**src/hw/rtl/kwm_pkg.sv**
```systemverilog
// Shared types and constants for the k-way merge selector.
// Used by kwm_ctrl, kwm_dp and kway_merge_by_source_address_top; no dependencies.
package kwm_pkg;

    localparam int LANES  = 16;
    localparam int LANE_W = (LANES > 1) ? $clog2(LANES) : 1;

    // Width of the lane field on the ports.
    localparam int PORT_LANE_W = 4;

    localparam logic [1:0] KIND_LOAD  = 2'd0;
    localparam logic [1:0] KIND_CLOSE = 2'd1;
    localparam logic [1:0] KIND_PICK  = 2'd2;

    localparam logic [1:0] CLASS_NONE = 2'd0;
    localparam logic [1:0] CLASS_V4   = 2'd1;
    localparam logic [1:0] CLASS_V6   = 2'd2;

    // Class sits on top so that a plain unsigned compare orders the keys.
    typedef struct packed {
        logic [1:0]  cls;
        logic [63:0] upper;
        logic [63:0] lower;
    } t_key;

    typedef enum logic [1:0] {
        ST_IDLE,
        ST_SCAN,
        ST_DRAIN,
        ST_REPORT
    } t_state;

    typedef struct packed {
        logic load;
        logic close;
        logic clear;
        logic read;
    } t_dp_cmd;

    typedef struct packed {
        logic last;
    } t_dp_sts;

endpackage

```
**src/hw/rtl/kwm_dp.sv**
```systemverilog
// Datapath of the k-way merge selector: head key memory, open flags and the
// scan comparator. Depends on kwm_pkg; driven by kwm_ctrl.
module kwm_dp
    import kwm_pkg::*;
(
    input  logic                   i_clk,
    input  logic                   i_rst_n,
    input  t_dp_cmd                i_cmd,
    input  logic [PORT_LANE_W-1:0] i_lane,
    input  logic [1:0]             i_addr_class,
    input  logic [63:0]            i_addr_hi,
    input  logic [63:0]            i_addr_lo,
    output t_dp_sts                o_sts,
    output logic [PORT_LANE_W-1:0] o_winner_lane,
    output logic                   o_none_open
);

    t_key              r_mem [LANES];
    logic [LANES-1:0]  r_key_vld;
    logic [LANES-1:0]  r_open;

    logic [LANE_W-1:0] r_idx;
    logic              r_rd_ok;
    t_key              r_rd_key;
    logic              r_rd_vld;
    logic              r_rd_open;
    logic [LANE_W-1:0] r_rd_lane;

    t_key              r_best;
    logic [LANE_W-1:0] r_best_lane;
    logic              r_found;

    logic [LANE_W-1:0] wr_idx;
    logic              lane_ok;
    logic              key_wr;
    t_key              wr_key;
    t_key              cand;
    logic              take;

    assign wr_idx  = LANE_W'(i_lane);
    assign lane_ok = (32'(i_lane) < LANES);
    assign key_wr  = i_cmd.load && lane_ok
                     && (i_addr_class == CLASS_V4 || i_addr_class == CLASS_V6);

    always_comb begin
        wr_key.cls = i_addr_class;
        if (i_addr_class == CLASS_V4) begin
            wr_key.upper = '0;
            wr_key.lower = {32'd0, i_addr_lo[31:0]};
        end else begin
            wr_key.upper = i_addr_hi;
            wr_key.lower = i_addr_lo;
        end
    end

    // A head never written reads as the all-zero reset key.
    assign cand = r_rd_vld ? r_rd_key : '0;
    assign take = r_rd_ok && r_rd_open && (!r_found || (cand < r_best));

    always_ff @(posedge i_clk) begin
        if (key_wr) begin
            r_mem[wr_idx] <= wr_key;
        end
        if (i_cmd.read) begin
            r_rd_key <= r_mem[r_idx];
        end
    end

    always_ff @(posedge i_clk) begin
        if (i_cmd.read) begin
            r_rd_vld  <= r_key_vld[r_idx];
            r_rd_open <= r_open[r_idx];
            r_rd_lane <= r_idx;
        end
        if (take) begin
            r_best      <= cand;
            r_best_lane <= r_rd_lane;
        end
    end

    always_ff @(posedge i_clk) begin
        if (!i_rst_n) begin
            r_key_vld <= '0;
            r_open    <= '0;
            r_idx     <= '0;
            r_rd_ok   <= 1'b0;
            r_found   <= 1'b0;
        end else begin
            if (key_wr) begin
                r_key_vld[wr_idx] <= 1'b1;
            end
            if (i_cmd.load && lane_ok) begin
                r_open[wr_idx] <= 1'b1;
            end
            if (i_cmd.close && lane_ok) begin
                r_open[wr_idx] <= 1'b0;
            end
            r_rd_ok <= i_cmd.read;
            if (i_cmd.clear) begin
                r_idx   <= '0;
                r_found <= 1'b0;
            end else begin
                if (i_cmd.read) begin
                    r_idx <= r_idx + 1'b1;
                end
                if (take) begin
                    r_found <= 1'b1;
                end
            end
        end
    end

    assign o_sts.last    = (r_idx == LANE_W'(LANES - 1));
    assign o_winner_lane = r_found ? PORT_LANE_W'(r_best_lane) : '0;
    assign o_none_open   = !r_found;

endmodule

```
**src/hw/rtl/kwm_ctrl.sv**
```systemverilog
// Controller of the k-way merge selector: decodes commands and sequences the
// lane scan of a pick. Depends on kwm_pkg; drives kwm_dp.
module kwm_ctrl
    import kwm_pkg::*;
(
    input  logic       i_clk,
    input  logic       i_rst_n,
    input  logic       start,
    input  logic [1:0] i_kind,
    input  t_dp_sts    i_sts,
    output t_dp_cmd    o_cmd,
    output logic       busy,
    output logic       o_valid
);

    t_state r_state;
    t_state n_state;
    logic   accept;

    assign accept = start && (r_state == ST_IDLE);

    always_comb begin
        n_state = r_state;
        case (r_state)
            ST_IDLE: begin
                if (accept && i_kind == KIND_PICK) begin
                    n_state = ST_SCAN;
                end
            end
            ST_SCAN: begin
                if (i_sts.last) begin
                    n_state = ST_DRAIN;
                end
            end
            ST_DRAIN:  n_state = ST_REPORT;
            ST_REPORT: n_state = ST_IDLE;
            default:   n_state = ST_IDLE;
        endcase
    end

    always_comb begin
        o_cmd   = '0;
        busy    = 1'b1;
        o_valid = 1'b0;
        case (r_state)
            ST_IDLE: begin
                busy        = 1'b0;
                o_cmd.load  = accept && (i_kind == KIND_LOAD);
                o_cmd.close = accept && (i_kind == KIND_CLOSE);
                o_cmd.clear = accept && (i_kind == KIND_PICK);
            end
            ST_SCAN: begin
                o_cmd.read = 1'b1;
            end
            ST_DRAIN: begin
                o_cmd.read = 1'b0;
            end
            ST_REPORT: begin
                o_valid = 1'b1;
            end
            default: begin
                busy = 1'b1;
            end
        endcase
    end

    always_ff @(posedge i_clk) begin
        if (!i_rst_n) begin
            r_state <= ST_IDLE;
        end else begin
            r_state <= n_state;
        end
    end

    // A pick that is taken keeps the block busy on the next cycle.
    a_pick_busy: assert property (@(posedge i_clk) disable iff (!i_rst_n)
        (start && !busy && i_kind == KIND_PICK) |=> busy)
        else $error("pick accepted without entering the scan");

    // The result strobe lasts one cycle and the block is free right after.
    a_strobe_once: assert property (@(posedge i_clk) disable iff (!i_rst_n)
        o_valid |=> (!o_valid && !busy))
        else $error("result strobe held or block stuck");

    // Loads and closes never start a scan.
    a_no_scan_on_load: assert property (@(posedge i_clk) disable iff (!i_rst_n)
        (start && !busy && (i_kind == KIND_LOAD || i_kind == KIND_CLOSE)) |=> !busy)
        else $error("load or close took more than one cycle");

    // Memory reads happen only while busy.
    a_read_busy: assert property (@(posedge i_clk) disable iff (!i_rst_n)
        o_cmd.read |-> busy)
        else $error("head read outside a scan");

endmodule

```
**src/hw/rtl/kway_merge_by_source_address_top.sv**
```systemverilog
// Top level of the k-way merge selector by source address.
// Depends on kwm_pkg, kwm_ctrl and kwm_dp.
//
//  Channel   Handshake                 Beat contents
//  --------  ------------------------  ------------------------------------------
//  command   start, busy (taken when   i_kind, i_lane, i_addr_class,
//            start is high, busy low)  i_addr_hi, i_addr_lo
//  result    o_valid (one-cycle pulse) o_winner_lane, o_none_open
//
// A load or close beat is done in the accepting cycle; busy stays low and the
// next beat may follow at once. A pick beat scans the sixteen lane heads with
// a single comparator, one lane per cycle out of the head memory: the scan
// state reads every head in turn, the drain state compares the last head and
// the report state raises the strobe, and the block is free again on the
// cycle after the strobe.
// Reset is synchronous and active low; it closes every lane and marks every
// head key as zero through per-lane valid bits, so no clearing pass is needed.
// The receiver cannot stall: each result is flagged by o_valid for exactly one cycle.
module kway_merge_by_source_address_top
    import kwm_pkg::*;
(
    input  logic                   i_clk,
    input  logic                   i_rst_n,
    input  logic                   start,
    output logic                   busy,
    input  logic [1:0]             i_kind,
    input  logic [PORT_LANE_W-1:0] i_lane,
    input  logic [1:0]             i_addr_class,
    input  logic [63:0]            i_addr_hi,
    input  logic [63:0]            i_addr_lo,
    output logic                   o_valid,
    output logic [PORT_LANE_W-1:0] o_winner_lane,
    output logic                   o_none_open
);

    // Command and status between the sequencer and the datapath.
    t_dp_cmd cmd;
    t_dp_sts sts;

    // The controller decodes each accepted beat and walks the scan of a pick.
    kwm_ctrl u_ctrl (
        .i_clk   (i_clk),
        .i_rst_n (i_rst_n),
        .start   (start),
        .i_kind  (i_kind),
        .i_sts   (sts),
        .o_cmd   (cmd),
        .busy    (busy),
        .o_valid (o_valid)
    );

    // The datapath holds the lane heads and keeps the running minimum; its
    // winner outputs stay stable through the result cycle.
    kwm_dp u_dp (
        .i_clk         (i_clk),
        .i_rst_n       (i_rst_n),
        .i_cmd         (cmd),
        .i_lane        (i_lane),
        .i_addr_class  (i_addr_class),
        .i_addr_hi     (i_addr_hi),
        .i_addr_lo     (i_addr_lo),
        .o_sts         (sts),
        .o_winner_lane (o_winner_lane),
        .o_none_open   (o_none_open)
    );

endmodule

```
**config.mk**
```make
export PLATFORM = sky130hd
export DESIGN_NAME = kway_merge_by_source_address_top
export DESIGN_NICKNAME = d
export VERILOG_FILES = /design/src/hw/rtl/kwm_pkg.sv /design/src/hw/rtl/kwm_dp.sv /design/src/hw/rtl/kwm_ctrl.sv /design/src/hw/rtl/kway_merge_by_source_address_top.sv
export SDC_FILE = /design/constraint.sdc
export NUM_CORES = 2
export LEC_CHECK = 0
export ABC_AREA = 1
export BUFFER_PORTS_ARGS = -buffer_cell sky130_fd_sc_hd__buf_2
export CELL_PAD_IN_SITES_DETAIL_PLACEMENT = 0
export CELL_PAD_IN_SITES_GLOBAL_PLACEMENT = 2
export CORE_ASPECT_RATIO = 1.1
export CORE_MARGIN = 5
export CORE_UTILIZATION = 48
export DETAILED_ROUTE_END_ITERATION = 12
export GPL_ROUTABILITY_DRIVEN = 0
export PLACE_DENSITY_LB_ADDON = 0.1
export SLEW_MARGIN = 20
export SYNTH_ARGS = -nofsm -noshare
export SYNTH_HDL_FRONTEND = slang
export SYNTH_SLANG_ARGS = --single-unit
```
**constraint.sdc**
```tcl
create_clock -name i_clk -period 18.1 [get_ports i_clk]
set_input_delay 2.715 -clock i_clk [delete_from_list [all_inputs] [get_ports i_clk]]
set_output_delay 2.715 -clock i_clk [all_outputs]
set_load 0.02 [all_outputs]
```
==> impl_results.md <==
* Status: finished clean
* Port Buffers at roughly 150
* Async set-reset flop share out of synthesis at 0%
* Layout Cells excl Fill at 10,100
* Area leader, netlist: edfxtp_1
* # setup viols final at 0
* Syn_nets at 7,523
* Die X at roughly 430 um
* Leading cell types by total area after synthesis: edfxtp_1, o21ai_0, nor2_1
* Min-Delay Endpoint: u_dp.r_best_lane[0]$_DFFE_PP_
* # rows at 171
* Die footprint at 207,000 sq um
* Final hold vios at 0
* Unrepaired setup endpoints after global routing: false
* CP Class: input pin to flop
* CP required at between 15,000 and 20,000 ps
* Total global routing overflow at 0
* Initial Util at 48.2%
* Commonest cells post-synth: edfxtp_1, nor2_1, o21ai_0, nand2_1, inv_1
* Min cycle time layout at 5920 ps
* Post-synthesis cell count at 7,249
* Slowest CP cell: buf_4
* Final wirelength at ~250 mm
* Initial antenna violation count at 19
* Top-count cell post-synth: edfxtp_1
* Maximum root-to-sink buffer count at 3
* Data arrival, critical path at ~6400 ps
* Post-cts sizing count at 0
* Placeable Area at 197,000 sq um
* Worst setup SP type: input pin
* Area share of the largest cell type after synthesis at 74.1%
* Pin count of the biggest net entering global routing at 273
* Number of fill cells at 16,600
* Clock-pin slew on the worst setup and hold paths at around 60 ps
* Yosys reg bits at 2,390
* Post-synthesis sequential area ratio at between 70% and 80%
* HPWL after DPL at approximately 130 mm
* Maximum fanout along the worst path at 46
* Global-route wire length before repair at 373 mm
* Hold buffers post-CTS at 0
* CTS Sinks at 2,390
* Post-route ant nets at 0
* CTS tree: done
* R2R Path End: u_dp.r_best[111]$_DFFE_PP_
* Pleak at between 30 and 40 nW
* Seq pwr share at 48.9%
* Worst path max stage delay at 850 ps
* Yosys warnings at 0
* Reg-to-reg startpoint: u_dp.r_rd_vld$_DFFE_PP_
* Setup bufs post-CTS at 0
* Hold path cells at 0
* I/O pins at between 100 and 150
* MaxCap Viol Count at 0
* Initial drt markers at 4,957
* Net Switching at 3.55 mW
* Design Power at 13.1 mW
* H-tree Lvls at 4
* R2r worst-path depth at 15
* Per-cell routed wire length at 25.2 um
* Setup TNS at 0 ps
* Post-synth top flop: edfxtp_1
* Period utilisation layout at 32.7%
* Mapped Area at 95,200 sq um
* Synth unique cells at 35
* Most common cell on crit path: buf_4
* Worst Path Buf+Inv at 5
* Crit end category: flop
* CP top delay family: buffers and inverters
* Pint at 9.52 mW
* Power Dens Cells at between 100 and 150 nW/um^2
* Vias in the first global route at ~56,000
* CTS Buf Count at 239
* FMAX at between 0.15 and 0.2 GHz
* CTS Root Buffer Type: clkbuf_16
* Part of the power in combinational logic at about 15%
* Total track usage at 24.2%
* DR vias at roughly 57,000
* Clock power share at 36.3%
* Hold Startpoint: u_dp.r_rd_lane[0]$_DFFE_PP_
* Sw frac at 27.2%
* Final nets at 7,561
* Tightest Hold Check Type: flop to flop
* Worst skew pair latency at 870 ps
* Vias/cell at about 5.7
* R2R Setup Slk at 12,920 ps
* Normalized max-slew margin at roughly a quarter
* Drc violations at 0
* Max Slew Vio Count at 0
* CP Cell Sequence: buf_2, nand2_1, nor2_2, inv_1, nor2_4, nand4_1, nor2_4, buf_4, buf_4, buf_4
* Area grow syn2layout at 10.9%
* Syn_area_per_cell at roughly 13 sq um
* Max rail drop VDD at 0.0951 mV
* Inst Count DP at 9,640
* Post-synth EDFFs at 2,350
* Die H at 477 um
* Final Skew at between 20 and 30 ps
* Worst slew pin tran at ~1100 ps
* Fraction of layout cells with a size suffix above 1 at 8.21%
* Drt pass-1 iters at 6
-- registers in the layout, summed over array words and instances, names as in the netlist, named ones only --
register	flops
u_dp.r_best_lane	4
u_dp.r_rd_lane	4
u_dp.r_open	1
u_dp.r_key_vld	16
u_dp.r_mem	2080
u_dp.r_idx	4
u_dp.r_rd_open	1
u_dp.r_rd_ok	1
u_dp.r_rd_vld	1
u_dp.r_found	1
u_dp.r_best	130
u_ctrl.r_state	2
u_dp.r_rd_key	130
-- power groups by stage --
stage                     combinational, mW  sequential (mW)  clock, mW
after floorplan                        1.42             6.48          0
final                                  1.94             6.39       4.74
after CTS                              1.96             6.39       4.83
after global routing                   2.19             6.40       5.07
after detailed placement               1.95             6.51          0
after global placement                 1.93             6.51          0
-- cell usage in the layout (no fill, tap or decap), types with 5 or more instances in the layout --
cell type      n
a21o_1         8
a21oi_1       73
buf_12         6
buf_2        145
buf_4        100
bufinv_16     17
clkbuf_1      60
clkbuf_16    242
clkinv_1      63
clkinv_2      38
clkinv_8       5
clkinvlp_4    10
dfxtp_1       37
diode_2        9
edfxtp_1    2350
ha_1         133
inv_1        418
inv_6          7
nand2_1      585
nand3_1      223
nand4_1        9
nor2_1      1242
nor2_2        13
nor2_4        17
o211ai_1      53
o21ai_0     1032
o21ai_1       37
o221ai_1     211
o22ai_1      317
o31ai_1       10
-- cells by family (layout without fill, tap and decap cells) --
kind of cell	after synthesis	after routing	synth area share [%]
flip-flops	2390	2390	75.0
other	0	9	0
adder cells (fa/ha/maj)	135	135	1.77
AO/OA/AOI/OAI	1748	1748	10.6
buffers and inverters	880	1119	3.99
XOR/XNOR	1	1	0.00920
AND/OR/NAND/NOR	2095	2095	8.63
-- per-layer routing --
layer,wire length (um),vias to the layer above,GRT usage [%]
met5,20,-,0
met4,7190,4,7.22
met3,13800,332,3.48
met2,123000,1606,40.0
met1,110000,29000,33.5
li1,-,26600,-
-- worst max-delay path by stage --
stage	startpoint	to	slack, ps	cells after the start
after floorplan	start	u_dp.r_mem[15][0]$_DFFE_PP_	5280	6
after global placement	start	u_dp.r_mem[13][89]$_DFFE_PP_	11230	10
after detailed placement	start	u_dp.r_mem[13][126]$_DFFE_PP_	11260	10
after CTS	start	u_dp.r_mem[13][35]$_DFFE_PP_	12170	10
after global routing	start	u_dp.r_mem[13][35]$_DFFE_PP_	11970	10
final	start	u_dp.r_mem[13][35]$_DFFE_PP_	12180	10
-- through the flow --
stage	setup slack, ps	hold slack (ps)	utilization (%)	instance area [sq um]
after floorplan	5280	400	-	95200
after global placement	11230	402	49.6	98000
after detailed placement	11260	407	49.7	98100
after CTS	12170	421	53.4	106000
after global routing	11970	426	53.5	106000
final	12180	424	53.5	106000
-- cell type report --
class,count,area (sq um),share of cell area (%)
Clock inverter,140,1170,1.11
Clock buffer,302,6280,5.95
Tap cell,2595,3250,3.08
Sequential cell,2390,71400,67.6
Multi-Input combinational cell,3979,20200,19.1
Timing Repair Buffer,253,1640,1.55
Antenna cell,9,22.5,0.0213
Inverter,424,1640,1.55
Note: power is estimated with default switching activity, not from simulation.
